[src/rtl/mbbr_pkg.sv]
//------------------------------------------------------------------------------
// mbbr_pkg
// Shared types and constants for the monochrome bitmap blit core.
//------------------------------------------------------------------------------
package mbbr_pkg;

   localparam int unsigned COLOR_W   = 16;
   localparam int unsigned COORD_W   = 16;
   localparam int unsigned SPAN_W    = 8;
   localparam int unsigned MODE_W    = 2;
   localparam int unsigned LCD_X_W   = 9;
   localparam int unsigned LCD_Y_W   = 8;
   localparam int unsigned CSR_IDX_W = 1;

   localparam int unsigned LCD_OFF_X = 33;
   localparam int unsigned LCD_OFF_Y = 57;

   localparam logic CMD_BEGIN = 1'b0;
   localparam logic CMD_DATA  = 1'b1;

   localparam logic [CSR_IDX_W-1:0] CSR_INK   = 1'b0;
   localparam logic [CSR_IDX_W-1:0] CSR_PAPER = 1'b1;

   localparam logic [COLOR_W-1:0] INK_RESET    = 16'h0000;
   localparam logic [COLOR_W-1:0] PAPER_RESET  = 16'hFFFF;
   localparam logic [COLOR_W-1:0] MIRROR_RESET = 16'hFFFF;

   typedef enum logic [MODE_W-1:0] {
      MODE_OR    = 2'd0,
      MODE_AND   = 2'd1,
      MODE_XOR   = 2'd2,
      MODE_COVER = 2'd3
   } rop_mode_type;

   typedef struct packed {
      logic               wr;
      logic [COLOR_W-1:0] color;
   } rop_result_type;

endpackage

[src/rtl/mbbr_rop.sv]
//------------------------------------------------------------------------------
// mbbr_rop
// Raster operation for one pixel: compares the stored color against ink and
// paper and decides whether and what to write.
//------------------------------------------------------------------------------
module mbbr_rop (
   input  logic                            pix_set,
   input  mbbr_pkg::rop_mode_type          mode,
   input  logic [mbbr_pkg::COLOR_W-1:0]    stored,
   input  logic [mbbr_pkg::COLOR_W-1:0]    ink,
   input  logic [mbbr_pkg::COLOR_W-1:0]    paper,
   output mbbr_pkg::rop_result_type        result
);
   import mbbr_pkg::*;

   logic hit_paper;
   logic hit_ink;

   assign hit_paper = (stored == paper);
   assign hit_ink   = (stored == ink);

   always_comb begin
      result.wr    = 1'b0;
      result.color = ink;
      if (pix_set) begin
         if (hit_paper && (mode != MODE_AND)) begin
            result.wr    = 1'b1;
            result.color = ink;
         end else if (hit_ink && (mode == MODE_XOR)) begin
            result.wr    = 1'b1;
            result.color = paper;
         end
      end else if (hit_ink && ((mode == MODE_AND) || (mode == MODE_COVER))) begin
         result.wr    = 1'b1;
         result.color = paper;
      end
   end

endmodule
[config.mk]
export PLATFORM = sky130hd
export DESIGN_NAME = mbbr_rop
export DESIGN_NICKNAME = d
export VERILOG_FILES = /design/src/rtl/mbbr_pkg.sv /design/src/rtl/mbbr_rop.sv
export SDC_FILE = /design/constraint.sdc
export NUM_CORES = 1
export LEC_CHECK = 0
export BUFFER_PORTS_ARGS = -buffer_cell sky130_fd_sc_hd__buf_2
export CAP_MARGIN = 5
export CORE_MARGIN = 2
export CORE_UTILIZATION = 37
export DETAILED_ROUTE_END_ITERATION = 10
export PLACE_DENSITY = 0.86
export SETUP_SLACK_MARGIN = 0.2
export SLEW_MARGIN = 20
export SYNTH_ARGS = -nofsm -noshare
export SYNTH_HDL_FRONTEND = slang
export SYNTH_SLANG_ARGS = --single-unit
[constraint.sdc]
create_clock -name vclk -period 2.1
set_input_delay 0.105 -clock vclk [all_inputs]
set_output_delay 0.105 -clock vclk [all_outputs]
set_load 0.01 [all_outputs]
# Word-level counts from Yosys, hierarchy flattened
# Index checks and enable logic that the tools add are counted.
[totals]
reg_bits = 0
input_bits = 51
out_inout_bits = 17
word_cells = 14
[classes]
n_eq_ne = 6
n_mux = 4
reduce_logical = 4
[op_table]
columns = ["operator", "count"]
rows = [
  ["$mux W17", 4],
  ["$eq A16 B16 Y1", 2],
  ["$eq A2 B2 Y1 const B", 2],
  ["$logic_and A1 B1 Y1", 3],
  ["$eq A2 B1 Y1 const B", 1],
  ["$ne A2 B1 Y1 const B", 1],
  ["$logic_or A1 B1 Y1", 1],
]

# Logic depth before layout (Yosys ltp)
# Gate-level depths: netlist of the first run.
[logic_depth]
depth_word = 5
mapped_depth = 7
depth_no_buf = 6

# Worst setup path after synthesis of the first run
# No wires, ideal clock.
[synth_timing]
kind = "input -> output"
start = "input mode[0]"
end = "output result[10] in the netlist's numbering"
t_arrival_ns = 1.726
required_ns = 1.995
setup_slack_ns = 0.269
path_stages = 7
n_path_buf = 1
cell_sequence = "nand2b_1 -> a2111oi_2 -> nand3_1 -> nor4_4 -> o31ai_4 -> buf_6 -> mux2_4"
[synth_lines]
columns = ["item", "line", "source"]
rows = [
  ["start: declaration", "mbbr_rop.sv:8", "input mbbr_pkg::rop_mode_type mode,"],
  ["end: declaration", "mbbr_rop.sv:12", "output mbbr_pkg::rop_result_type result"],
]

==> flow_metrics.env, run 1 <==
export IMPL_run_status="finished clean"
export IMPL_setup_viol_count_final=0
export IMPL_hold_buffers=0
export IMPL_num_io_pins=68
export IMPL_postRouteAntennaNets=0
export IMPL_wl_met1_um=858
export IMPL_synthSimpleGateAreaFrac_pct=14.4
export IMPL_tightest_slew_ps=295
export IMPL_die_w_um=46.0
export IMPL_placed_area_um2=1070
export IMPL_gr_usage_all_layers_pct=21.5
export IMPL_synth_nets=118
export IMPL_ys_types=18
export IMPL_synth_top_family_by_area="XOR/XNOR gates"
export IMPL_cp_arrival_ps=1880
export IMPL_ys_seq_area_share_pct=0
export IMPL_portBuffers=68
export IMPL_fin_area_um2=1270
export IMPL_synthXorXnorAreaFrac_pct=43.0
export IMPL_insertedDiodeCount=0
export IMPL_fmax_mhz=504
export IMPL_hold_depth=3
export IMPL_drive_gt1_share_pct=72.8
export IMPL_die_area_um2=2110
export IMPL_clock_buffers=0
export IMPL_maxCapViolCount=0
export IMPL_dr_max_layer_used="met4"
export IMPL_maxSlewViolCount=0
export IMPL_grt_first_pass_wirelength_um=3410
export IMPL_fin_hold_ws_ps=530
export IMPL_relSlewSlack_pct=80.2
export IMPL_p_comb_share_pct=100.0
export IMPL_dpl_hpwl_um=1750
export IMPL_p_int_w=0.000131
export IMPL_grt_max_degree=8
export IMPL_core_um2=1690
export IMPL_antenna_found_initial=0
export IMPL_min_path_type="input pin to output pin"
export IMPL_yosysWarningCount=0
export IMPL_n_sequential_cell=0
export IMPL_min_period_ps=1980
export IMPL_fin_nets=200
export IMPL_p_sw_share_pct=43.1
export IMPL_wl_met2_um=1320
export IMPL_power_switching_w=0.0000990
export IMPL_num_rows=15
export IMPL_hold_viol_final=0
export IMPL_synth_fa_ha_area_share_pct=0
export IMPL_setup_slack_ps=117
export IMPL_pwr_density_cell_nw_per_um2=180
export IMPL_grt_pass1_vias=806
export IMPL_cp_end_kind="output pin"
export IMPL_synth_compound_area_share_pct=6.91
export IMPL_leakagePower_nw=0.654
export IMPL_syn_area_um2=652
export IMPL_gp_congestion=0.801
export IMPL_power_w=0.000230
export IMPL_seqCellArea_um2=0
export IMPL_dp_slack_ps=-345
export IMPL_holdCritStartpoint="ink[7]"
export IMPL_rsz0062_at_grt="yes"
export IMPL_clkPwrFrac_pct=0
export IMPL_vias_per_cell=5.05
export IMPL_wl_per_cell_um=14.7
export IMPL_first_pass_iters=4
export IMPL_synth_mux_area_fraction_pct=33.4
export IMPL_fin_crit_sh_pct=94.4
export IMPL_drc_errors=0
export IMPL_dr_wl_met3_um=192
export IMPL_wl_um=2410
export IMPL_crit_fanout=6
export IMPL_avgSynthCellArea_um2=9.73
export IMPL_overflow=0
export IMPL_area_delta_synth_final_pct=95.6
export IMPL_critical_path_class="input pin to output pin"
export IMPL_start_util_pct=38.6
export IMPL_synth_cells=67
export IMPL_die_h_um=46.0
export IMPL_vias=829
export IMPL_worst_ep_required_time_ps=2000
export IMPL_hold_path_end="result[7]"
export IMPL_startpoint_type="input pin"
export IMPL_ir_worst_vdd_uv=93.7
export IMPL_initialDrtViolationCount=1
export IMPL_seq_power_share_pct=0
-- critical path, cell delays in order --
cell and delay (ps):
buf_2 120, xor2_1 160, nor4_1 320, nand3_1 180, nor4_4 240, o31ai_4 150
buf_6 170, mux2_4 300, buf_6 120
-- synth_stat cells (all sizes together) --
master   number  share of area, %
nand2b        1              0.96
o2111ai       1               1.3
mux2         16                33
o31ai         1               3.3
a2111oi       1               2.3
or2           1              0.96
xnor2         8                11
xor2         24                32
nor3          1              0.77
inv           1              0.58
nand2         1              0.58
nor4          6               8.1
nand4         1              0.96
buf           1               1.7
nor2          1              0.58
nand3         2               1.5
-- area by class of cell --
cell class	count	area [um^2]
multi-input cells	65	678
repair buffers	81	572
fillers	110	414
well taps	17	21.3
inverters	1	3.75
-- stage by stage --
stage	std cells	util, %	setup TNS (ps)
CTS	163	73.3	0
global route	164	75.5	0
finish	164	75.5	0
floorplan	67	-	0
global placement	160	63.3	-3980
detailed placement	160	63.3	-4690
-- timing repair --
| action | 4_1_cts | 5_1_grt |
|---|---|---|
| setup endpoints to repair | 16 | 16 |
| buffers inserted | 3 | 1 |
| pin swaps | 8 | 1 |
| gates resized for setup | 25 | 6 |
| gates cloned | 0 | 0 |
-- routing by layer --
metal / vias up / GRT usage (%)
li1: 400 / -
met1: 384 / 22.8
met2: 39 / 45.3
met3: 6 / 1.98
met4: 0 / 1.71
met5: - / 0
-- logic make-up (layout without fill, tap and decap cells) --
kind of cell / Yosys count / count (layout)
xor gates and xnor gates: 32 / 32
AOI/OAI and AO/OA: 3 / 3
muxes: 16 / 16
buffers and inverters: 2 / 82
and+or+nand+nor: 14 / 14
-- cell usage in the layout (no fill, tap or decap), drive strengths merged, types with 2 or more instances in the layout --
master / n
nor4: 6
nand3: 2
xor2: 24
buf: 81
mux2: 16
xnor2: 8
-- power by group through the flow --
stage / clock [W] / combinational [W] / sequential (W)
4_1_cts: 0 / 0.000220 / 0
2_1_floorplan: 0 / 0.0000845 / 0
5_1_grt: 0 / 0.000245 / 0
3_5_place_dp: 0 / 0.000191 / 0
3_3_place_gp: 0 / 0.000186 / 0
6_report: 0 / 0.000230 / 0
-- worst max path at each step --
stage | startpoint | to | slack, ps | cells past startpoint
2_1_floorplan | mode[0] | result[10] | 270 | 7
3_3_place_gp | stored[13] | result[1] | -290 | 7
3_5_place_dp | stored[13] | result[2] | -340 | 7
4_1_cts | stored[12] | result[9] | 140 | 10
5_1_grt | stored[10] | result[6] | 10 | 10
6_report | stored[7] | result[9] | 120 | 9
(Power assumes the default switching activity.)
==> run 2: changes to the inputs <==
--- a/config.mk
+++ b/config.mk
@@ -8,7 +8,7 @@
 export BUFFER_PORTS_ARGS = -buffer_cell sky130_fd_sc_hd__buf_2
 export CAP_MARGIN = 5
 export CORE_MARGIN = 2
-export CORE_UTILIZATION = 37
+export CORE_UTILIZATION = 34
 export DETAILED_ROUTE_END_ITERATION = 10
 export PLACE_DENSITY = 0.86
 export SETUP_SLACK_MARGIN = 0.2
==> constraint.sdc (replaced) <==
create_clock -name vclk -period 1.6
set_input_delay 0.08 -clock vclk [all_inputs]
set_output_delay 0.08 -clock vclk [all_outputs]
set_load 0.01 [all_outputs]
==> flow_metrics.env, run 2 (synthesized netlist as in run 1, its figures left out) <==
export IMPL_met3_usage_pct=6.79
export IMPL_violations="setup timing"
export IMPL_drc_errors=0
export IMPL_met1_usage_pct=26.2
export IMPL_use_met2_pct=48.5
export IMPL_p_sw_share_pct=44.6
export IMPL_gp_congestion=0.728
export IMPL_tightest_slew_ps=324
export IMPL_hold_viol_final=0
export IMPL_p_int_w=0.000186
export IMPL_initialDrtViolationCount=25
export IMPL_min_period_ps=1960
export IMPL_clock_buffers=0
export IMPL_core_um2=1760
export IMPL_area_delta_synth_final_pct=109
export IMPL_clkPwrFrac_pct=0
export IMPL_finalNonFillerCells=175
export IMPL_antenna_found_initial=0
export IMPL_grt_pass1_vias=980
export IMPL_run_status="complete, but fails checks"
export IMPL_seqCellArea_um2=0
export IMPL_cp_arrival_ps=1880
export IMPL_cp_end_kind="output pin"
export IMPL_n_sequential_cell=0
export IMPL_crit_fanout=7
export IMPL_seq_power_share_pct=0
export IMPL_busiest_layer="met2"
export IMPL_gr_usage_all_layers_pct=26.1
export IMPL_critical_path_class="input pin to output pin"
export IMPL_dp_slack_ps=-351
export IMPL_setup_viol_count_final=16
export IMPL_num_io_pins=68
export IMPL_fmax_mhz=511
export IMPL_start_util_pct=37.0
export IMPL_relSlewSlack_pct=78.2
export IMPL_fin_crit_sh_pct=122
export IMPL_maxSlewViolCount=0
export IMPL_wl_um=3450
export IMPL_dpl_hpwl_um=1920
export IMPL_wl_per_cell_um=19.7
export IMPL_postRouteAntennaNets=0
export IMPL_first_pass_iters=4
export IMPL_hold_depth=3
export IMPL_final_cell_mix="buf_2, buf_6, xor2_1, mux2_4, buf_4"
export IMPL_die_h_um=47.8
export IMPL_final_common_cell="buf_2"
export IMPL_setup_slack_ps=-358
export IMPL_overflow=0
export IMPL_startpoint_type="input pin"
export IMPL_vias=914
export IMPL_min_path_type="input pin to output pin"
export IMPL_insertedDiodeCount=0
export IMPL_dp_cells=173
export IMPL_drive_gt1_share_pct=74.0
export IMPL_power_switching_w=0.000149
export IMPL_die_w_um=47.8
export IMPL_maxCapViolCount=0
export IMPL_leakagePower_nw=0.706
export IMPL_num_rows=15
export IMPL_placed_area_um2=1120
export IMPL_vias_per_cell=5.22
export IMPL_hold_path_end="result[3]"
export IMPL_fin_area_um2=1370
export IMPL_grt_first_pass_wirelength_um=4150
export IMPL_pwr_density_cell_nw_per_um2=245
export IMPL_holdCritStartpoint="paper[3]"
export IMPL_worst_ep_required_time_ps=1520
export IMPL_rsz0062_at_grt="yes"
export IMPL_die_area_um2=2280
export IMPL_portBuffers=68
export IMPL_fin_nets=203
export IMPL_p_comb_share_pct=100.0
export IMPL_grt_max_degree=8
export IMPL_ir_worst_vdd_uv=152
run 2: layout make-up:
type                       count  area (um^2)
fill                         115          399
inverter                       1         3.75
multi-input combinational     65          718
tap                           25         31.3
timing repair buffer          84          612
run 2: stage by stage:
| step | utilization, % | hold WS, ps | TNS [ps] | total power [W] |
|---|---|---|---|---|
| after floorplan | - | 295 | -560 | 0.000111 |
| after global placement | 63.3 | 494 | -4550 | 0.000246 |
| after detailed placement | 63.3 | 496 | -5010 | 0.000253 |
| after CTS | 72.6 | 455 | -5090 | 0.000292 |
| after global routing | 77.4 | 476 | -7190 | 0.000353 |
| final | 77.4 | 466 | -5450 | 0.000335 |
run 2: worst max-delay path, cell delays in order:
cell,delay (ps)
buf_2,110
buf_4,130
xnor2_2,180
nand4_1,210
nor4_4,390
o31ai_4,150
buf_6,180
mux2_4,310
buf_6,130
run 2: repair_timing:
item | CTS | global route
resized for setup | 29 | 11
hold buffers | 0 | 0
pin swaps | 7 | 6
setup buffers | 1 | 1
setup endpoints to repair | 17 | 17
run 2: per-layer routing:
metal / vias to the layer above / wire length [um]
met1: 435 / 1230
met3: 12 / 203
met5: - / 0
met2: 57 / 1890
met4: 0 / 127
li1: 410 / -
run 2: how the worst max path moves through the flow:
stage                     slack, ps          to  cells past startpoint        from
after floorplan                 -60  result[10]                      6  stored[13]
after global placement         -310   result[2]                      8  stored[13]
after detailed placement       -350   result[2]                      8  stored[13]
after CTS                      -330   result[2]                      8    paper[4]
after global routing           -480   result[4]                      9     ink[12]
final                          -360   result[1]                      9   stored[1]
run 2: power by group through the flow:
stage | Sequential, W | Combinational, W | Clock, W
floorplan | 0 | 0.000111 | 0
global placement | 0 | 0.000246 | 0
detailed placement | 0 | 0.000253 | 0
CTS | 0 | 0.000292 | 0
global route | 0 | 0.000353 | 0
finish | 0 | 0.000335 | 0
